## src/design/aabbcc_pkg.sv

```systemverilog
// Shared types, codes and width helpers for the AABB/circle collision test core.
`default_nettype none

package aabbcc_pkg;

    // Scale factors are always 12 bits wide; only their fraction point moves.
    localparam int SCALE_WIDTH = 12;

    // Result item has one data bit, carried in one byte of tdata.
    localparam int OUT_DATA_WIDTH = 8;

    typedef enum logic {
        OP_LOAD = 1'b0,
        OP_TEST = 1'b1
    } op_t;

    typedef enum logic {
        KIND_BOX    = 1'b0,
        KIND_CIRCLE = 1'b1
    } kind_t;

    // Reference kind in the upper bit, test kind in the lower bit.
    localparam logic [1:0] PAIR_BOX_BOX = 2'b00;

    typedef struct packed {
        logic       sep;
        logic [1:0] pair_kind;
    } pair_flags_t;

    // Width of doubled coordinates (2*corner + 2*size) as signed values.
    function automatic int lin_width(input int coord_width, input int size_width);
        int size_out;
        size_out = size_width + 4;
        lin_width = ((coord_width > size_out) ? coord_width : size_out) + 3;
    endfunction

endpackage

`default_nettype wire

```

## src/design/aabbcc_dist.sv

```systemverilog
// Clamped gap per axis and squared distances (two stages).
`default_nettype none

module aabbcc_dist #(
    parameter int COORD_WIDTH = 24,
    parameter int SIZE_WIDTH  = 16
) (
    input  wire                                clk,
    input  wire  [1:0]                         stage_en,
    input  wire  aabbcc_pkg::pair_flags_t      flags_in,
    input  wire  signed [aabbcc_pkg::lin_width(COORD_WIDTH, SIZE_WIDTH)-1:0] lo_x,
    input  wire  signed [aabbcc_pkg::lin_width(COORD_WIDTH, SIZE_WIDTH)-1:0] hi_x,
    input  wire  signed [aabbcc_pkg::lin_width(COORD_WIDTH, SIZE_WIDTH)-1:0] mid_x,
    input  wire  signed [aabbcc_pkg::lin_width(COORD_WIDTH, SIZE_WIDTH)-1:0] lo_y,
    input  wire  signed [aabbcc_pkg::lin_width(COORD_WIDTH, SIZE_WIDTH)-1:0] hi_y,
    input  wire  signed [aabbcc_pkg::lin_width(COORD_WIDTH, SIZE_WIDTH)-1:0] mid_y,
    input  wire  [SIZE_WIDTH+4:0]              radius,
    output aabbcc_pkg::pair_flags_t            flags,
    output logic [2*aabbcc_pkg::lin_width(COORD_WIDTH, SIZE_WIDTH)-1:0] sq_x,
    output logic [2*aabbcc_pkg::lin_width(COORD_WIDTH, SIZE_WIDTH)-1:0] sq_y,
    output logic [2*SIZE_WIDTH+9:0]            sq_r
);

    localparam int LW = aabbcc_pkg::lin_width(COORD_WIDTH, SIZE_WIDTH);
    localparam int RW = SIZE_WIDTH + 5;

    // Distance from mid to the range [lo, hi]; lo <= hi always holds.
    function automatic logic [LW-1:0] gap(input logic signed [LW-1:0] lo,
                                          input logic signed [LW-1:0] hi,
                                          input logic signed [LW-1:0] mid);
        logic signed [LW:0] below;
        logic signed [LW:0] above;
        below = {lo[LW-1], lo} - {mid[LW-1], mid};
        above = {mid[LW-1], mid} - {hi[LW-1], hi};
        if (!below[LW])
            gap = below[LW-1:0];
        else if (!above[LW])
            gap = above[LW-1:0];
        else
            gap = '0;
    endfunction

    aabbcc_pkg::pair_flags_t flags_s5_reg, flags_s6_reg;
    logic [LW-1:0]           mag_x_reg, mag_y_reg, mag_x_next, mag_y_next;
    logic [RW-1:0]           rad_reg;
    logic [2*LW-1:0]         sq_x_reg, sq_y_reg, sq_x_next, sq_y_next;
    logic [2*RW-1:0]         sq_r_reg, sq_r_next;

    always_comb
    begin
        mag_x_next = gap(lo_x, hi_x, mid_x);
        mag_y_next = gap(lo_y, hi_y, mid_y);
        sq_x_next  = mag_x_reg * mag_x_reg;
        sq_y_next  = mag_y_reg * mag_y_reg;
        sq_r_next  = rad_reg * rad_reg;
    end

    always_ff @(posedge clk)
    begin
        if (stage_en[0])
        begin
            flags_s5_reg <= flags_in;
            mag_x_reg    <= mag_x_next;
            mag_y_reg    <= mag_y_next;
            rad_reg      <= radius;
        end
        if (stage_en[1])
        begin
            flags_s6_reg <= flags_s5_reg;
            sq_x_reg     <= sq_x_next;
            sq_y_reg     <= sq_y_next;
            sq_r_reg     <= sq_r_next;
        end
    end

    assign flags = flags_s6_reg;
    assign sq_x  = sq_x_reg;
    assign sq_y  = sq_y_reg;
    assign sq_r  = sq_r_reg;

endmodule

`default_nettype wire

```

## config.mk

```make
export PLATFORM = sky130hd
export DESIGN_NAME = aabbcc_dist
export DESIGN_NICKNAME = d
export VERILOG_FILES = /design/src/design/aabbcc_pkg.sv /design/src/design/aabbcc_dist.sv
export SDC_FILE = /design/constraint.sdc
export NUM_CORES = 2
export LEC_CHECK = 0
export BUFFER_PORTS_ARGS = -buffer_cell sky130_fd_sc_hd__buf_4
export CAP_MARGIN = 10
export CORE_UTILIZATION = 40
export CTS_CLUSTER_DIAMETER = 120
export DETAILED_ROUTE_END_ITERATION = 7
export PLACE_DENSITY = 0.58
export REMOVE_ABC_BUFFERS = 1
export SETUP_SLACK_MARGIN = 0.5
export SYNTH_ARGS = -nofsm -noshare
export SYNTH_HDL_FRONTEND = slang
export SYNTH_SLANG_ARGS = --single-unit
export TNS_END_PERCENT = 10
```

## constraint.sdc

```tcl
create_clock -name clk -period 6.8 [get_ports clk]
set_clock_uncertainty 0.2 [all_clocks]
set_input_delay 1.36 -clock clk [delete_from_list [all_inputs] [get_ports clk]]
set_output_delay 1.36 -clock clk [all_outputs]
set_load 0.01 [all_outputs]
```

# Yosys cells after proc, flatten, opt, wreduce, memory -nomap -nowiden
# Index checks and enable logic that the tools add are counted.
[word_totals] ff_bits=231 wordCells=21 output_inout_bits=153 in_bits=189
[op_classes] mux=4 add_sub_neg=4 mul=3
[op_table] operator="subtractor 27 x 27 -> 28 bit" count=4
[op_table] operator="multiplier 27 x 27 -> 54 bit" count=2
[op_table] operator="two-way mux 27 bit" count=4
[op_table] operator="multiplier 21 x 21 -> 42 bit" count=1

# Logic depth before layout (Yosys ltp)
[depth] word_depth=3 ltp_mapped=29 depth_no_buf=27

# Worst setup path before layout
# No wires, ideal clock.
[synth_path] path_type="register to register" from="register mag_x_reg[4]" to="register sq_x_reg[53] (netlist: sq_x[53]), data pin" required_ns=6.340 n_path_buf=3 stages_incl_launch_ff=28 setup_time_ns=0.260 path_slack_ns=-0.412 t_arrival_ns=6.752 synth_period_minus_slack_ns=7.212 path_cell_list="edfxtp_1 clkbuf_1 clkbuf_1 nand2_1 fa_1 inv_1 fa_1 inv_1 fa_1 fa_1 fa_1 inv_1 fa_1 inv_1 fa_1 inv_1 ha_1 clkbuf_1 nand4_1 nor4_1 nand2_1 a21oi_1 o31ai_2 a211oi_1 nor3_1 o31ai_1 a21oi_1 xnor2_1"
[synth_via] elab_chain_cells=1
[synth_rtl] element="start, declared" line_no="aabbcc_dist.sv:44" source="logic [LW-1:0] mag_x_reg, mag_y_reg, mag_x_next, mag_y_next;"
[synth_rtl] element="start signal, assigned" line_no="aabbcc_dist.sv:63" source="mag_x_reg <= mag_x_next;"
[synth_rtl] element="multiplier 27 x 27 -> 54 bit" line_no="aabbcc_dist.sv:53" source="sq_x_next = mag_x_reg * mag_x_reg;"
[synth_rtl] element="named net sq_x_next[53]" line_no="aabbcc_dist.sv:46" source="logic [2*LW-1:0] sq_x_reg, sq_y_reg, sq_x_next, sq_y_next;"
[synth_rtl] element="end signal, assigned" line_no="aabbcc_dist.sv:70" source="sq_x_reg <= sq_x_next;"
[synth_rtl] element="end, declared" line_no="aabbcc_dist.sv:46"
# The timed path passes the listed nets, and every way through them passes these cells.
# A chain may end at the register's enable or synchronous reset.

# Worst setup path after layout
[layout_path] from="register mag_x_reg[11]" to="register sq_x_reg[51] (netlist: sq_x[51]), data pin"
# Same word-level chain as after synthesis.

==> run summary <==
Status -> complete, but fails checks
Violated checks -> DRC, setup timing
Final setup fails -> 57
Initial antenna violation count -> 9
Max-Cap Viols -> 0
Initial DRC Count -> 2549
Crit-path max cell delay -> 540 ps
Hold-fix buffers, CTS -> 0
Clk Latency, worst-skew pair -> 610 ps
Unrepaired setup endpoints after global routing -> yes
Sink Count -> 228
Synth Warn # -> 0
Global route overflow -> 0
Primary FF master, synth -> edfxtp_1
Die area -> 168000 um2
Ports -> 342
GRT Total Usage -> 0.2249
Die height -> 409.8 um
Initial Util -> 0.4032
Tmin final -> 7285 ps
Cell taking the most area after synthesis -> fa_1
Worst path most repeated cell -> fa_1
Worst hold path class -> reg -> reg
Hold path depth -> 0
Post-synth ARST share -> 0
DR vias -> 49.72k
Worst R2R Start -> mag_x_reg[11]
Path depth of the worst reg2reg path -> 28
Via-to-Cell Ratio -> 4.777
First-pass GRT wire length -> 295300 um
Syn Inst Count -> 7049
Maximum clock frequency -> 137.3 MHz
Final hold slack -> 221.6 ps
CTS tree -> done
Relative slew slack -> 0.3934
Port Buf Inserts -> 338
Seq/Total Area, Yosys -> 0.1029
Final hold vios -> 0
Number of global-route vias before repair -> 54.90k
WL/cell -> 17.65 um
Yosys top cell area share -> 0.4270
EDFF count, synth -> 228
Library cells used by synthesis -> 101
Syn_area_per_cell -> 9.438 um2
CTS Buf Count -> 36
P&R area growth vs syn -> 22.14%
Slew Viols, Final -> 0
Gr busiest metal -> met2
H-tree depth -> 2
Crit Path Class -> reg -> reg
Pin count of the biggest net entering global routing -> 100
Hold EP -> flags[0]
Routed WL -> 183700 um
Nets@finish -> 10.46k
Fin crit share -> 1.071
CP startpoint kind -> register
Std-Cell Rows -> 149
Number of synthesized register bits -> 228
Core ar. -> 165000 um2
DPL Wire Length -> 161300 um
Worst hold start -> flags_s5_reg[0]
Root Buffer -> clkbuf_16
R2R Path End -> sq_x[51]
CP top delay family -> adder cells
WP buf/inv -> 10
Layout cells sized above 1 -> 0.2036
Number of remaining DRC errors -> 52
R2R setup slack -> -490 ps
Crit path DAT -> 7430 ps
TritonRoute pass-1 iters -> 7
Longest Clk Path Bufs -> 3
DRT antenna net count -> 0
Die extent in x -> 409.8 um
CP endpoint kind -> register
Slowest cell on the critical path -> fa_1
Critical Path RT -> 6950 ps
Crit-path max FO -> 9
Worst slack, placed -> -981.4 ps
Final GP Congestion -> 0.9406
GR Layer Usage met2 -> 0.3864
Largest cells by area after synthesis -> fa_1 43%, ha_1 12%, inv_1 12%
GR Layer Usage met1 -> 0.3045
Worst-margin pin slew -> 907.1 ps
GRT met3 Usage -> 0.02527
Worst-path clk slew -> 50 ps
Final setup margin -> -485.3 ps
Post-synthesis cell area -> 66530 um2
## metal layers
layer,part of all wire,up-vias
met1,0.45,25190
met5,0.000071,-
met2,0.49,950
met4,0.022,2
met3,0.043,157
li1,-,23420
## worst max path at each step
stage                             start       end  slack (ps)  cells after the start
after detailed placement   mag_x_reg[5]  sq_x[45]        -980                     24
after global routing       mag_x_reg[5]  sq_x[51]        -700                     28
after global placement     mag_x_reg[5]  sq_x[45]        -860                     26
final                     mag_x_reg[11]  sq_x[51]        -490                     28
after floorplan            mag_x_reg[5]  sq_x[53]        -500                     26
after CTS                    rad_reg[3]  sq_r[40]        -500                     28
## synth_stat cells (25+ instances only)
cell and count:
nand4_1 25, nor2b_1 41, nor3_1 33, o21ai_0 110
xor2_1 95, nor2_1 195, inv_1 2094, nand3_1 45
a21oi_1 222, clkbuf_1 183, and2_1 379, o21a_1 31
o21bai_1 26, fa_1 1419, ha_1 661, a21o_1 136
nand2b_1 33, o22ai_1 35, edfxtp_1 228, nand2_1 590
xnor2_1 160
## through the flow
stage | cells | cell area, um2 | setup TNS, ps | utilization
floorplan | 6851 | 65740 | -5663 | -
global placement | 10300 | 78490 | -30520 | 0.4757
detailed placement | 10300 | 78490 | -33910 | 0.4757
CTS | 10380 | 80490 | -16510 | 0.4879
global route | 10410 | 81250 | -30260 | 0.4925
finish | 10410 | 81260 | -12160 | 0.4925
## placed cells by master, fill, tap and decap left out, drive strengths merged, types with 39 or more instances in the layout
| master | synthesis | layout |
|---|---|---|
| nand2 | 591 | 591 |
| nand3 | 45 | 45 |
| a21o | 136 | 136 |
| fa | 1419 | 1419 |
| nor2b | 41 | 41 |
| edfxtp | 228 | 228 |
| clkbuf | 185 | 39 |
| o21ai | 127 | 127 |
| nor2 | 196 | 196 |
| a21oi | 229 | 229 |
| xnor2 | 160 | 160 |
| and2 | 380 | 380 |
| inv | 2095 | 2098 |
| ha | 661 | 661 |
| o22ai | 45 | 45 |
| xor2 | 95 | 95 |
| buf | 15 | 1301 |
## what timing repair did
item	4_1_cts	5_1_grt
setup endpoints to repair	100	104
pin swaps	80	102
cloned	1	0
resized for setup	171	155
buffers inserted	16	21
## kinds of logic after synthesis
family / after synthesis / share of synthesized area
multiplexers: 7 / 0.001128
buffers and inverters: 2298 / 0.1304
AND/OR/NAND/NOR: 1418 / 0.1033
AO/OA/AOI/OAI: 762 / 0.07733
other: 1 / 0.00005636
flip-flops: 228 / 0.1029
adder cells (fa/ha/maj): 2080 / 0.5513
XOR/XNOR: 255 / 0.03357
## cell type report
class                           count  area [um2]
Clock inverter                     23       210.2
Multi-Input combinational cell   4525       52160
Fill cell                       15580       83730
Sequential cell                   228        6847
Tap cell                         2189        2739
Antenna cell                        5       12.51
Clock buffer                       38       908.4
Timing Repair Buffer             1302       10500
Inverter                         2098        7886
## worst register-to-register path: cells and delay by family, from the launching register on
kind / cells / cell delay, ps
AND/OR/NAND/NOR: 3 / 360
flip-flops: 1 / 330
XOR/XNOR: 1 / 130
adder cells (fa/ha/maj): 8 / 3860
AO/OA/AOI/OAI: 6 / 890
buffers and inverters: 10 / 1260
Power is left out: the tool's default activity adds up to more than one toggle a clock period on the data nets, which glitch-free logic cannot reach.
