## src/design/aabbcc_pkg.sv

```systemverilog
// Shared types, codes and width helpers for the AABB/circle collision test core.
`default_nettype none

package aabbcc_pkg;

    // Scale factors are always 12 bits wide; only their fraction point moves.
    localparam int SCALE_WIDTH = 12;

    // Result item has one data bit, carried in one byte of tdata.
    localparam int OUT_DATA_WIDTH = 8;

    typedef enum logic {
        OP_LOAD = 1'b0,
        OP_TEST = 1'b1
    } op_t;

    typedef enum logic {
        KIND_BOX    = 1'b0,
        KIND_CIRCLE = 1'b1
    } kind_t;

    // Reference kind in the upper bit, test kind in the lower bit.
    localparam logic [1:0] PAIR_BOX_BOX = 2'b00;

    typedef struct packed {
        logic       sep;
        logic [1:0] pair_kind;
    } pair_flags_t;

    // Width of doubled coordinates (2*corner + 2*size) as signed values.
    function automatic int lin_width(input int coord_width, input int size_width);
        int size_out;
        size_out = size_width + 4;
        lin_width = ((coord_width > size_out) ? coord_width : size_out) + 3;
    endfunction

endpackage

`default_nettype wire

```

## src/design/aabbcc_scale.sv

```systemverilog
// Collider forming: corner = pos + shift, scaled and saturated size (two stages).
`default_nettype none

module aabbcc_scale #(
    parameter int COORD_WIDTH     = 24,
    parameter int SIZE_WIDTH      = 16,
    parameter int SCALE_FRAC_BITS = 8
) (
    input  wire                                           clk,
    input  wire  [1:0]                                    stage_en,
    input  wire  aabbcc_pkg::kind_t                       kind_in,
    input  wire  signed [COORD_WIDTH-1:0]                 pos_x,
    input  wire  signed [COORD_WIDTH-1:0]                 pos_y,
    input  wire  signed [COORD_WIDTH-1:0]                 shift_x,
    input  wire  signed [COORD_WIDTH-1:0]                 shift_y,
    input  wire  [SIZE_WIDTH-1:0]                         box_w,
    input  wire  [SIZE_WIDTH-1:0]                         box_h,
    input  wire  [aabbcc_pkg::SCALE_WIDTH-1:0]            scale_x,
    input  wire  [aabbcc_pkg::SCALE_WIDTH-1:0]            scale_y,
    output aabbcc_pkg::kind_t                             kind_out,
    output logic signed [COORD_WIDTH:0]                   corner_x,
    output logic signed [COORD_WIDTH:0]                   corner_y,
    output logic [SIZE_WIDTH+3:0]                         size_w,
    output logic [SIZE_WIDTH+3:0]                         size_h
);

    localparam int SO = SIZE_WIDTH + 4;
    localparam int PW = SIZE_WIDTH + aabbcc_pkg::SCALE_WIDTH;

    // Truncate the product to the size fraction, clip at the size range.
    function automatic logic [SO-1:0] sat_size(input logic [PW-1:0] prod);
        logic [PW-1:0] shifted;
        shifted  = prod >> SCALE_FRAC_BITS;
        sat_size = (|shifted[PW-1:SO]) ? {SO{1'b1}} : shifted[SO-1:0];
    endfunction

    aabbcc_pkg::kind_t          kind_s1_reg;
    logic signed [COORD_WIDTH:0] cx_s1_reg, cy_s1_reg;
    logic [PW-1:0]               pw_s1_reg, ph_s1_reg;
    logic signed [COORD_WIDTH:0] cx_next, cy_next;
    logic [PW-1:0]               pw_next, ph_next;

    aabbcc_pkg::kind_t          kind_s2_reg;
    logic signed [COORD_WIDTH:0] cx_s2_reg, cy_s2_reg;
    logic [SO-1:0]               w_s2_reg, h_s2_reg;
    logic [SO-1:0]               w_next, h_next;

    always_comb
    begin
        cx_next = {pos_x[COORD_WIDTH-1], pos_x} + {shift_x[COORD_WIDTH-1], shift_x};
        cy_next = {pos_y[COORD_WIDTH-1], pos_y} + {shift_y[COORD_WIDTH-1], shift_y};
        pw_next = PW'(box_w) * PW'(scale_x);
        ph_next = PW'(box_h) * PW'(scale_y);
        w_next  = sat_size(pw_s1_reg);
        h_next  = sat_size(ph_s1_reg);
    end

    always_ff @(posedge clk)
    begin
        if (stage_en[0])
        begin
            kind_s1_reg <= kind_in;
            cx_s1_reg   <= cx_next;
            cy_s1_reg   <= cy_next;
            pw_s1_reg   <= pw_next;
            ph_s1_reg   <= ph_next;
        end
        if (stage_en[1])
        begin
            kind_s2_reg <= kind_s1_reg;
            cx_s2_reg   <= cx_s1_reg;
            cy_s2_reg   <= cy_s1_reg;
            w_s2_reg    <= w_next;
            h_s2_reg    <= h_next;
        end
    end

    assign kind_out = kind_s2_reg;
    assign corner_x = cx_s2_reg;
    assign corner_y = cy_s2_reg;
    assign size_w   = w_s2_reg;
    assign size_h   = h_s2_reg;

endmodule

`default_nettype wire

```

## config.mk

```make
export PLATFORM = sky130hd
export DESIGN_NAME = aabbcc_scale
export DESIGN_NICKNAME = d
export VERILOG_FILES = /design/src/design/aabbcc_pkg.sv /design/src/design/aabbcc_scale.sv
export SDC_FILE = /design/constraint.sdc
export NUM_CORES = 1
export LEC_CHECK = 0
export BUFFER_PORTS_ARGS = -buffer_cell sky130_fd_sc_hd__buf_2
export CORE_UTILIZATION = 40
export DETAILED_ROUTE_END_ITERATION = 10
export HOLD_SLACK_MARGIN = 0.03
export PLACE_DENSITY = 0.68
export SLEW_MARGIN = 20
export SYNTH_ARGS = -nofsm -noshare
export SYNTH_HDL_FRONTEND = slang
export SYNTH_SLANG_ARGS = --single-unit
```

## constraint.sdc

```tcl
create_clock -name clk -period 6.7 [get_ports clk]
set_clock_uncertainty 0.05 [all_clocks]
set_input_delay 1.34 -clock clk [delete_from_list [all_inputs] [get_ports clk]]
set_output_delay 1.34 -clock clk [all_outputs]
set_load 0.005 [all_outputs]
```

# After elaboration in Yosys (flattened, before gate mapping)
# Cells that the tools add are included.
dict set report word_totals {
  reg_bits 198
}
dict set report classes {
  mul 2
  add_sub_neg 2
}
# operator count
set op_table {}
lappend op_table {{16-bit by 12-bit multiplier with 28-bit output} 2}
lappend op_table {{24-bit by 24-bit adder with 25-bit output} 2}

# Logic depth before layout (Yosys ltp)
dict set report logic_depth {
  ltp_word 1
  mapped_depth 21
  mapped_depth_nobuf 20
}

# Worst setup path before layout
# No wires, ideal clock.
dict set report synth_timing {
  kind {input port to flip-flop}
  from {input box_w[7]}
  to {register pw_s1_reg[21] (data pin)}
  stages 19
  slack_ps 406
  t_required_ps 6384
  path_buffers 1
  arrival_ps 5979
  cell_sequence {clkbuf_1 nand2_1 fa_1 fa_1 fa_1 inv_1 fa_1 inv_1 fa_1 inv_1 ha_1 a21oi_1 o21ai_0 a21oi_1 a21oi_1 o211ai_1 a21oi_1 o41ai_1 xnor2_1}
}
dict set report synth_between {
  elab_chain_len 1
}
# item line
set synth_lines {}
lappend synth_lines {{from (decl)} aabbcc_scale.sv:16} ;# input wire [SIZE_WIDTH-1:0] box_w,
lappend synth_lines {{16-bit by 12-bit multiplier with 28-bit output} aabbcc_scale.sv:52} ;# pw_next = PW'(box_w) * PW'(scale_x);
lappend synth_lines {{net pw_next[21]} aabbcc_scale.sv:41} ;# logic [PW-1:0] pw_next, ph_next;
lappend synth_lines {{to (signal assigned)} aabbcc_scale.sv:65} ;# pw_s1_reg <= pw_next;
lappend synth_lines {{to (decl)} aabbcc_scale.sv:39} ;# logic [PW-1:0] pw_s1_reg, ph_s1_reg;
# The timed path passes the listed nets, and every way through them passes these cells.
# A chain may end at the register's enable or synchronous reset.

# Worst setup path in the final report
dict set report layout_timing {
  from {input scale_y[3] (netlist name)}
  to {register ph_s1_reg[25] (data pin)}
}
dict set report layout_between {
  elab_chain_len 1
}
# item line
set layout_lines {}
lappend layout_lines {{from (decl)} aabbcc_scale.sv:19} ;# input wire [aabbcc_pkg::SCALE_WIDTH-1:0] scale_y,
lappend layout_lines {{16-bit by 12-bit multiplier with 28-bit output} aabbcc_scale.sv:53} ;# ph_next = PW'(box_h) * PW'(scale_y);
lappend layout_lines {{net ph_next[25]} aabbcc_scale.sv:41}
lappend layout_lines {{to (signal assigned)} aabbcc_scale.sv:66} ;# ph_s1_reg <= ph_next;
lappend layout_lines {{to (decl)} aabbcc_scale.sv:39}
# The timed path passes the listed nets, and every way through them passes these cells.

==> reports/results.txt <==
Most area-consuming cells after synthesis - fa_1 29%, edfxtp_1 28%, ha_1 11%
Max Buffers Root-to-Sink - 2
Synth top area share - 0.2863
Fin nets - 2783
Syn Std Cell Area - 0.01958 mm^2
Routability Congestion - 0.9073
Layout filler cell count - 4487
Critical path class - in2reg
Hold Crit Start - cy_s1_reg[16]
Leak Pwr - 10.79 nW
Worst vdd ir - 0.3398 mV
Biggest area consumer among synthesized cells - fa_1
1st-iter DRT viols - 757
Crit path DAT - 6.39 ns
Final hold vios - 0
Hold depth - 0
Design Power - 8.514 mW
Antenna violations before repair - 0
Hold-fix buffers, CTS - 0
Worst Path Required - 6.86 ns
Status - complete, no violations
R2R Path End - corner_x[7]
Period utilization - 0.9289
Count leader, synth - inv_1
I/O pins - 247
# port buffers - 246
Share of cells above drive strength 1 - 0.1613
CP cell instances - buf_2 > nand2_1 > fa_1 > fa_1 > inv_1 > fa_1 > fa_1 > inv_1 > fa_1 > inv_1 > ha_1 > nand3_1 > a31oi_1 > o21ai_0 > a31oi_1 > or4_1 > a21oi_2 > o21ai_1 > xnor2_1
Die X - 223.2 um
Hold EP - corner_y[16]
Row cnt - 80
Mapped Cells - 1918
Pre-antenna DRT Iters - 5
Vias in the first global route - 14817
Worst min path class - reg2reg
CP endpoint kind - register
Final Setup Violations - 0
CP delay by family, top - adder cells
#FFs+latches synth - 182
Clock sinks - 182
Pwr dens - 381.2 mW/mm^2
R2R setup slack - 5.96 ns
Crit-path max FO - 15
H-tree levels - 4
Die Ht - 223.2 um
R2R Path Start - cx_s1_reg[7]
Number of enable flip-flop cells after synthesis - 182
Placed cell areas - 0.02175 mm^2
Worst slew pin tran - 0.8072 ns
GR Util All Layers - 0.1949
Slowest CP cell - fa_1
Routed wire length - 46.50 mm
Fin. max-slew vios - 0
Critical Path Start Type - input port
Final HPWL DP - 38.06 mm
Slew HR - 0.4619
Global route total overflow - 0
Total core area - 0.04805 mm^2
RSZ-0062 raised after global routing - false
Max-Cap Viols - 0
First-pass GRT wire length - 75.93 mm
Worst path buffer plus inverter count - 4
Vias per cell - 5.063
Post-route ant nets - 0
Synth Flop Type - edfxtp_1
Initial Util - 0.4074
Reg clk slew, reported paths - 0.08 ns
Hold_ws - 0.3640 ns
Worst R2R Path Depth - 0
Seq/Total Area, Yosys - 0.2792
Syn_area_per_cell - 10.21 um^2
Crit-path max cell delay - 0.56 ns
Synth unique cells - 70
Synth Warn # - 0
FMAX - 160.7 MHz
Post-layout min period - 6.224 ns
Mapped Nets - 2526
Area growth, synth to finish - 14.10%
CTS Buf Count - 17
Largest net degree at the start of global routing - 57
Avg WL per Cell - 16.58 um
Die ar. - 0.04983 mm^2
Post-route design area - 0.02234 mm^2
DR vias - 14198
Worst-Skew Late Latency - 0.46 ns
Most used cell along the critical path - fa_1
Root buffer cell - clkbuf_16
Async SR Flop Fraction - 0
Top cells by count, synth - 368 x inv_1, 288 x nand2_1, 280 x fa_1
Detailed-route DRC error count - 0
CTS tree - yes
[routing by layer]
layer | global-route usage | part of all wire | wire length, um | vias up
li1 | - | - | - | 6615
met1 | 0.2490 | 0.43 | 19900 | 7029
met2 | 0.3248 | 0.48 | 22370 | 482
met3 | 0.04465 | 0.067 | 3122 | 72
met4 | 0.06674 | 0.024 | 1104 | 0
met5 | 0 | 0 | 0 | -
[worst max path at each step]
stage,start,to,slack (ns),depth (start not counted)
6_report,scale_y[3],ph_s1_reg[25],0.48,19
5_1_grt,scale_x[8],pw_s1_reg[21],0.12,19
4_1_cts,scale_y[3],ph_s1_reg[20],0.46,19
3_5_place_dp,scale_y[3],ph_s1_reg[20],-0.03,19
3_3_place_gp,scale_y[4],ph_s1_reg[20],-0.01,19
2_1_floorplan,box_w[7],pw_s1_reg[21],0.41,19
[cell usage in the layout (no fill, tap or decap), drive strengths merged, types with 9 or more instances in the layout]
cell type / Yosys / routed
and3: 9 / 9
buf: 1 / 299
inv: 368 / 378
xor2: 16 / 16
and2: 134 / 134
nand3: 14 / 14
edfxtp: 182 / 182
xnor2: 50 / 50
a211oi: 9 / 9
clkbuf: 60 / 17
nor3: 15 / 15
a21oi: 64 / 64
ha: 172 / 172
nor2: 69 / 69
fa: 280 / 280
nor2b: 11 / 11
a21o: 27 / 27
nand2: 288 / 288
o21a: 11 / 11
o21ai: 43 / 43
[where the power goes]
part	switching, mW	total (mW)	internal, mW
clock	0.493	0.993	0.499
sequential	0.0851	1.97	1.88
combinational	3.07	5.56	2.49
total	3.65	8.51	4.87
[area by class of cell]
| cell class | count | area, um^2 | area share |
|---|---|---|---|
| well taps | 615 | 769.5 | 0.03445 |
| flip-flops and latches | 182 | 5465 | 0.2447 |
| clock inverters | 15 | 152.6 | 0.006834 |
| diodes | 1 | 2.502 | 0.0001120 |
| repair buffers | 299 | 1634 | 0.07316 |
| clock buffers | 17 | 425.4 | 0.01905 |
| multi-input cells | 1307 | 12510 | 0.5599 |
| inverters | 368 | 1381 | 0.06184 |
[kinds of logic after synthesis]
| kind of cell | after synthesis | share of synthesized area |
|---|---|---|
| buffers and inverters | 429 | 0.08232 |
| XOR/XNOR | 66 | 0.02953 |
| AO/OA/AOI/OAI | 214 | 0.07478 |
| adder cells (fa/ha/maj) | 452 | 0.3963 |
| AND/OR/NAND/NOR | 573 | 0.1369 |
| flip-flops | 182 | 0.2792 |
| multiplexers | 2 | 0.001023 |
[per-stage QoR]
step	setup WS [ns]	cells	setup TNS, ns	util
2_1_floorplan	0.4056	1918	0	-
5_1_grt	0.1217	2803	0	0.4648
3_5_place_dp	-0.03195	2771	-0.03752	0.4527
4_1_cts	0.4560	2803	0	0.4647
3_3_place_gp	-0.01035	2771	-0.01035	0.4527
6_report	0.4761	2804	0	0.4649
[timing repair]
item,4_1_cts,5_1_grt
gates resized for setup,0,1
setup endpoints to repair,0,1
setup buffers,0,0
No activity file was read; power rests on OpenSTA's default activity.
