==> src/design/aabbcc_pkg.sv <==
// Shared types, codes and width helpers for the AABB/circle collision test core.
`default_nettype none

package aabbcc_pkg;

    // Scale factors are always 12 bits wide; only their fraction point moves.
    localparam int SCALE_WIDTH = 12;

    // Result item has one data bit, carried in one byte of tdata.
    localparam int OUT_DATA_WIDTH = 8;

    typedef enum logic {
        OP_LOAD = 1'b0,
        OP_TEST = 1'b1
    } op_t;

    typedef enum logic {
        KIND_BOX    = 1'b0,
        KIND_CIRCLE = 1'b1
    } kind_t;

    // Reference kind in the upper bit, test kind in the lower bit.
    localparam logic [1:0] PAIR_BOX_BOX = 2'b00;

    typedef struct packed {
        logic       sep;
        logic [1:0] pair_kind;
    } pair_flags_t;

    // Width of doubled coordinates (2*corner + 2*size) as signed values.
    function automatic int lin_width(input int coord_width, input int size_width);
        int size_out;
        size_out = size_width + 4;
        lin_width = ((coord_width > size_out) ? coord_width : size_out) + 3;
    endfunction

endpackage

`default_nettype wire

==> src/design/aabbcc_setup.sv <==
// Reference store, AABB separation test and clamp operand selection (two stages).
`default_nettype none

module aabbcc_setup #(
    parameter int COORD_WIDTH = 24,
    parameter int SIZE_WIDTH  = 16
) (
    input  wire                                clk,
    input  wire                                rst_n,
    input  wire  [1:0]                         stage_en,
    input  wire                                load_ref,
    input  wire  aabbcc_pkg::kind_t            kind_in,
    input  wire  signed [COORD_WIDTH:0]        corner_x,
    input  wire  signed [COORD_WIDTH:0]        corner_y,
    input  wire  [SIZE_WIDTH+3:0]              size_w,
    input  wire  [SIZE_WIDTH+3:0]              size_h,
    output aabbcc_pkg::pair_flags_t            flags,
    output logic signed [aabbcc_pkg::lin_width(COORD_WIDTH, SIZE_WIDTH)-1:0] lo_x,
    output logic signed [aabbcc_pkg::lin_width(COORD_WIDTH, SIZE_WIDTH)-1:0] hi_x,
    output logic signed [aabbcc_pkg::lin_width(COORD_WIDTH, SIZE_WIDTH)-1:0] mid_x,
    output logic signed [aabbcc_pkg::lin_width(COORD_WIDTH, SIZE_WIDTH)-1:0] lo_y,
    output logic signed [aabbcc_pkg::lin_width(COORD_WIDTH, SIZE_WIDTH)-1:0] hi_y,
    output logic signed [aabbcc_pkg::lin_width(COORD_WIDTH, SIZE_WIDTH)-1:0] mid_y,
    output logic [SIZE_WIDTH+4:0]              radius
);

    localparam int SO = SIZE_WIDTH + 4;
    localparam int CW = COORD_WIDTH;
    localparam int LW = aabbcc_pkg::lin_width(COORD_WIDTH, SIZE_WIDTH);

    // Reference collider, cleared to a zero-size box at the origin.
    aabbcc_pkg::kind_t   ref_kind_reg;
    logic signed [CW:0]  ref_cx_reg, ref_cy_reg;
    logic [SO-1:0]       ref_w_reg, ref_h_reg;

    // Stage 3: reference (a) and test collider (b) side by side.
    aabbcc_pkg::kind_t   a_kind_reg, b_kind_reg;
    logic signed [CW:0]  a_x_reg, a_y_reg, b_x_reg, b_y_reg;
    logic [SO-1:0]       a_w_reg, a_h_reg, b_w_reg, b_h_reg;

    // Stage 4 outputs.
    aabbcc_pkg::pair_flags_t flags_reg, flags_next;
    logic signed [LW-1:0]    lo_x_reg, hi_x_reg, mid_x_reg, lo_y_reg, hi_y_reg, mid_y_reg;
    logic signed [LW-1:0]    lo_x_next, hi_x_next, mid_x_next;
    logic signed [LW-1:0]    lo_y_next, hi_y_next, mid_y_next;
    logic [SO:0]             radius_reg, radius_next;

    logic signed [LW-1:0] ax_e, ay_e, aw_e, ah_e, bx_e, by_e, bw_e, bh_e;
    logic signed [LW-1:0] ax2, ay2, axe2, aye2, axm, aym;
    logic signed [LW-1:0] bx2, by2, bxe2, bye2, bxm, bym;

    always_ff @(posedge clk or negedge rst_n)
    begin
        if (!rst_n)
        begin
            ref_kind_reg <= aabbcc_pkg::KIND_BOX;
            ref_cx_reg   <= '0;
            ref_cy_reg   <= '0;
            ref_w_reg    <= '0;
            ref_h_reg    <= '0;
        end
        else if (load_ref)
        begin
            ref_kind_reg <= kind_in;
            ref_cx_reg   <= corner_x;
            ref_cy_reg   <= corner_y;
            ref_w_reg    <= size_w;
            ref_h_reg    <= size_h;
        end
    end

    always_comb
    begin
        ax_e = {{(LW-CW-1){a_x_reg[CW]}}, a_x_reg};
        ay_e = {{(LW-CW-1){a_y_reg[CW]}}, a_y_reg};
        bx_e = {{(LW-CW-1){b_x_reg[CW]}}, b_x_reg};
        by_e = {{(LW-CW-1){b_y_reg[CW]}}, b_y_reg};
        aw_e = {{(LW-SO){1'b0}}, a_w_reg};
        ah_e = {{(LW-SO){1'b0}}, a_h_reg};
        bw_e = {{(LW-SO){1'b0}}, b_w_reg};
        bh_e = {{(LW-SO){1'b0}}, b_h_reg};

        // Doubled edges and centres keep the circle math in integers.
        ax2  = {ax_e[LW-2:0], 1'b0};
        ay2  = {ay_e[LW-2:0], 1'b0};
        bx2  = {bx_e[LW-2:0], 1'b0};
        by2  = {by_e[LW-2:0], 1'b0};
        axe2 = ax2 + {aw_e[LW-2:0], 1'b0};
        aye2 = ay2 + {ah_e[LW-2:0], 1'b0};
        bxe2 = bx2 + {bw_e[LW-2:0], 1'b0};
        bye2 = by2 + {bh_e[LW-2:0], 1'b0};
        axm  = ax2 + aw_e;
        aym  = ay2 + ah_e;
        bxm  = bx2 + bw_e;
        bym  = by2 + bh_e;

        flags_next.pair_kind = {a_kind_reg, b_kind_reg};
        flags_next.sep = (ax_e + aw_e <= bx_e) || (ax_e >= bx_e + bw_e)
                      || (ay_e + ah_e <= by_e) || (ay_e >= by_e + bh_e);

        if (a_kind_reg == aabbcc_pkg::KIND_CIRCLE && b_kind_reg == aabbcc_pkg::KIND_CIRCLE)
        begin
            // Two circles: a degenerate clamp range at the reference centre
            // turns the gap into the centre distance.
            lo_x_next   = axm;
            hi_x_next   = axm;
            mid_x_next  = bxm;
            lo_y_next   = aym;
            hi_y_next   = aym;
            mid_y_next  = bym;
            radius_next = {1'b0, a_w_reg} + {1'b0, b_w_reg};
        end
        else if (a_kind_reg == aabbcc_pkg::KIND_BOX)
        begin
            // Reference is the box; also covers box against box (result unused).
            lo_x_next   = ax2;
            hi_x_next   = axe2;
            mid_x_next  = bxm;
            lo_y_next   = ay2;
            hi_y_next   = aye2;
            mid_y_next  = bym;
            radius_next = {1'b0, b_w_reg};
        end
        else
        begin
            lo_x_next   = bx2;
            hi_x_next   = bxe2;
            mid_x_next  = axm;
            lo_y_next   = by2;
            hi_y_next   = bye2;
            mid_y_next  = aym;
            radius_next = {1'b0, a_w_reg};
        end
    end

    always_ff @(posedge clk)
    begin
        if (stage_en[0])
        begin
            a_kind_reg <= ref_kind_reg;
            a_x_reg    <= ref_cx_reg;
            a_y_reg    <= ref_cy_reg;
            a_w_reg    <= ref_w_reg;
            a_h_reg    <= ref_h_reg;
            b_kind_reg <= kind_in;
            b_x_reg    <= corner_x;
            b_y_reg    <= corner_y;
            b_w_reg    <= size_w;
            b_h_reg    <= size_h;
        end
        if (stage_en[1])
        begin
            flags_reg  <= flags_next;
            lo_x_reg   <= lo_x_next;
            hi_x_reg   <= hi_x_next;
            mid_x_reg  <= mid_x_next;
            lo_y_reg   <= lo_y_next;
            hi_y_reg   <= hi_y_next;
            mid_y_reg  <= mid_y_next;
            radius_reg <= radius_next;
        end
    end

    assign flags  = flags_reg;
    assign lo_x   = lo_x_reg;
    assign hi_x   = hi_x_reg;
    assign mid_x  = mid_x_reg;
    assign lo_y   = lo_y_reg;
    assign hi_y   = hi_y_reg;
    assign mid_y  = mid_y_reg;
    assign radius = radius_reg;

endmodule

`default_nettype wire

==> config.mk <==
export PLATFORM = sky130hd
export DESIGN_NAME = aabbcc_setup
export DESIGN_NICKNAME = d
export VERILOG_FILES = /design/src/design/aabbcc_pkg.sv /design/src/design/aabbcc_setup.sv
export SDC_FILE = /design/constraint.sdc
export NUM_CORES = 1
export LEC_CHECK = 0
export BUFFER_PORTS_ARGS = -buffer_cell sky130_fd_sc_hd__buf_2
export CAP_MARGIN = 20
export CORE_MARGIN = 5
export CORE_UTILIZATION = 30
export DETAILED_ROUTE_END_ITERATION = 8
export PLACE_DENSITY_LB_ADDON = 0.12
export SKIP_CTS_REPAIR_TIMING = 1
export SYNTH_ARGS = -nofsm -noshare
export SYNTH_HDL_FRONTEND = slang
export SYNTH_SLANG_ARGS = --single-unit
==> constraint.sdc <==
create_clock -name clk -period 5.55 [get_ports clk]
set_clock_uncertainty 0.15 [all_clocks]
set_input_delay 0.555 -clock clk [delete_from_list [all_inputs] [get_ports clk]]
set_output_delay 0.555 -clock clk [all_outputs]
set_load 0.02 [all_outputs]
# [After elaboration in Yosys (flattened, before gate mapping)]
# Cells that the tools add are included.
[totals] reg_bits=459 elab_cells=59 out_inout_bits=186
[classes] reduce_logical=4 magnitude_cmp=4 n_mux=14 n_addsub=13
[ops] op="$mux W27" n=12
[ops] op="$add A26 B21 Y27" n=4
[ops] op="$add A26 B22 Y27" n=4
[ops] op="$add A25 B21 Y26" n=4
[ops] op="$ge A25 B26 Y1" n=2
[ops] op="$le A26 B25 Y1" n=2
[ops] op="$add A20 B20 Y21" n=1
[ops] op="$mux W21" n=1
[ops] op="$mux W20" n=1
[ops] op="$logic_or A1 B1 Y1" n=3
[ops] op="$logic_and A1 B1 Y1" n=1

# [Longest topological paths before layout]
[logic_depth] depth_word=5 mapped_depth=19 ltp_nobuf=19

# [Least setup slack after synthesis]
# OpenSTA, ideal clock, no wires.
[synth_timing] path_kind="register to register" start="reg b_x_reg[0]" end="reg flags_reg (netlist bit flags[2]) (data pin)" required_ns=5.137 path_stages_with_launch=18 slack_ns=1.157 arrival_ns=3.979 setup_ns=0.263 cell_sequence="edfxtp_1 ha_1 fa_1 a211oi_1 o21ai_0 a31oi_1 o211ai_1 a221oi_1 nor2_1 xnor2_1 ha_1 nand4_1 nor4_1 a22oi_1 o211ai_1 xor2_1 nand2_1 a2111o_1"
[synth_lines] item="start, declared" line="aabbcc_setup.sv:38" text="logic signed [CW:0] a_x_reg, a_y_reg, b_x_reg, b_y_reg;"
[synth_lines] item="start signal, assigned" line="aabbcc_setup.sv:146" text="b_x_reg <= corner_x;"
[synth_lines] item="end signal, assigned" line="aabbcc_setup.sv:153" text="flags_reg <= flags_next;"
[synth_lines] item="end, declared" line="aabbcc_setup.sv:42" text="aabbcc_pkg::pair_flags_t flags_reg, flags_next;"

==> impl_results.md <==
* Max Cap Violations at 0
* Sequential area share after synthesis at 0.463
* Vias in the first global route at 23,000
* Critical Path RT at 5.78 ns
* Peak supply drop at 0.000210 V
* Routed Wire Length at 100,000 um
* Power per cell area at 350 nW/um^2
* Flop and latch count out of synthesis at 457
* Initial Util at 0.302
* Pleak at 0.0144 uW
* Post-synth top flop: edfxtp_1
* Fin crit share at 0.929
* HPWL Detailed at 76,500 um
* Hold WS at 0.0727 ns
* CTS H-tree depth at 2
* CTS max path bufs at 3
* Clock transition at the registers of the reported paths at 0.06 ns
* Core area at 94,900 um^2
* Count of unique library cells instantiated by Yosys at 82
* Final hold vios at 0
* Pin count of the biggest net entering global routing at 162
* Clk sink count at 457
* Wire per inst at 23.1 um
* Share of power burned in registers at 0.371
* Initial antenna violation count at 2
* Yosys Warn Count at 0
* 1st-iter DRT viols at 1,406
* Num rows at 113
* Later-pin clock latency in the skew report at 0.64 ns
* Post-synth ARST share at 0.199
* Combinational power share at 0.314
* Final instance area at 34,400 um^2
* Worst Hold Class: input port to flop
* Num CTS Buffers at 55
* Area grow syn2layout at 20.2%
* Synthesized instance count at 2,654
* Setup total negative slack at 0 ns
* Crit. End Element: flop
* Layout cells sized above 1 at 0.174
* Vias at 22,400
* Total congestion overflow at 0
* Final layout net count at 3,411
* Placed Cells at 4,145
* DP Area at 31,600 um^2
* Status: finished clean
* Max-Slew Margin vs Limit at 0.365
* Final Setup Violations at 0
* Synthesized area at 28,700 um^2
* First-pass GRT wire length at 148,000 um
* Clock power share at 0.315
* CTS tree: yes
* Vias per cell at 5.17
* Pre-antenna DRT Iters at 5
* Post-Syn Nets at 3,039
* PortBufs at 281
* Syn Area/Cell at 10.8 um^2
* RSZ-0062 raised after global routing: false
* Die Y-Extent at 319 um
* Crit path DAT at 5.38 ns
* Die area at 102,000 um^2
* Power Internal at 7920 uW
* Critical path type: flop to flop
* Antenna Nets Post-Route at 0
* Final std cells w/o fill at 4,338
* Fmax at 0.194 GHz
* Total track usage at 0.189
* Final GP Congestion at 0.888
* # IOs at 282
* Worst-Margin Slew at 0.951 ns
* P_sw at 4140 uW
* Crit start category: flop
* Post-synth EDFFs at 366
* Remaining DRCs at 0
* Fin crit period at 5.16 ns
* Slew Limit Fails at 0
* CP Max Fanout at 4
* Sw Ratio at 0.343
* Die Wd at 319 um
* Clock root buffer: clkbuf_16
-- cell usage in the layout (no fill, tap or decap), types with 56 or more instances in the layout --
cell type      instances
nor2_1               203
dfrtp_1               91
mux2_2               100
buf_2                277
o21ai_0              141
clkbuf_16             56
inv_1                104
a21oi_1              249
xor2_1                69
nand2_1              181
ha_1                 280
edfxtp_1             366
xnor2_1              112
dlygate4sd3_1         88
a21o_1               106
-- worst paths after layout --
check / slack (ns) / cells after the start / start / to
setup / recovery: 0.39 / 17 / b_x_reg[1] / flags[2]
hold / removal: 0.07 / 1 / corner_x[13] / b_x_reg[13]
setup reg to reg: 0.39 / 17 / b_x_reg[1] / flags[2]
hold reg to reg: 0.29 / 0 / ref_h_reg[1] / a_h_reg[1]
max in group asynchronous: 3.92 / 3 / rst_n / ref_cy_reg[16]
min in group asynchronous: 0.32 / 2 / rst_n / ref_w_reg[7]
-- critical path, cell delays in order, from the launching register on --
cell	delay, ns
edfxtp_1	0.47
ha_1	0.35
a211oi_1	0.27
o21ai_1	0.20
o2111a_1	0.35
o41ai_2	0.48
a21oi_1	0.23
a31oi_1	0.36
nor2_1	0.09
xnor2_1	0.16
ha_1	0.32
nand4_1	0.17
nor4_2	0.40
a22oi_1	0.11
o211ai_1	0.15
xor2_1	0.23
nand2_1	0.09
a2111o_1	0.29
-- per-layer routing --
layer  vias to the layer above  share of wire  global-route usage
met5                         -              0                   0
met4                         0          0.019              0.0390
met3                       110          0.042              0.0283
met2                       521           0.49               0.331
met1                     11100           0.45               0.251
li1                      10700              -                   -
-- final cells by class --
type                       count  area, um^2
inverter                     106         398
clock inverter                31         403
clock buffer                  72        1500
multi-input combinational   2006       14700
fill                        9400       60400
timing repair buffer         400        2580
tap                         1265        1580
antenna                        1        2.50
sequential                   457       13300
-- per-stage QoR --
step	utilization	setup slack (ns)	total power (uW)
global placement	0.333	0.143	8250
CTS	0.353	0.0378	12200
finish	0.363	0.393	12100
detailed placement	0.333	0.0661	8270
global route	0.363	0.0523	12800
floorplan	-	1.16	6890
-- Yosys cell counts, drive strengths merged, types with 24 or more instances --
master	count	area (um^2)
a21o	107	805
a21oi	251	1270
a31oi	34	213
clkbuf	70	263
dfrtp	91	2280
edfxtp	366	11000
ha	280	3500
inv	106	398
mux2	100	1130
mux2i	49	490
nand2	184	706
nand2b	26	163
nand3	36	180
nand4	35	219
nor2	205	769
nor2b	25	156
nor3	31	155
o211ai	37	278
o21a	44	330
o21ai	149	753
o21bai	24	180
xnor2	112	981
xor2	69	604
-- power groups by stage --
stage	Sequential (uW)	Combinational, uW	Clock, uW
floorplan	4650	2240	0
global placement	4540	3720	0
detailed placement	4550	3730	0
CTS	4480	3750	3940
global route	4520	4170	4060
finish	4480	3780	3800
-- cell families after synthesis --
family	synth area share
xor+xnor	0.0553
simple gates	0.0979
fa+ha+maj	0.129
mux	0.0564
flops	0.463
compound gates	0.173
buf+inv	0.0256
Power figures use the tool's default switching activity.
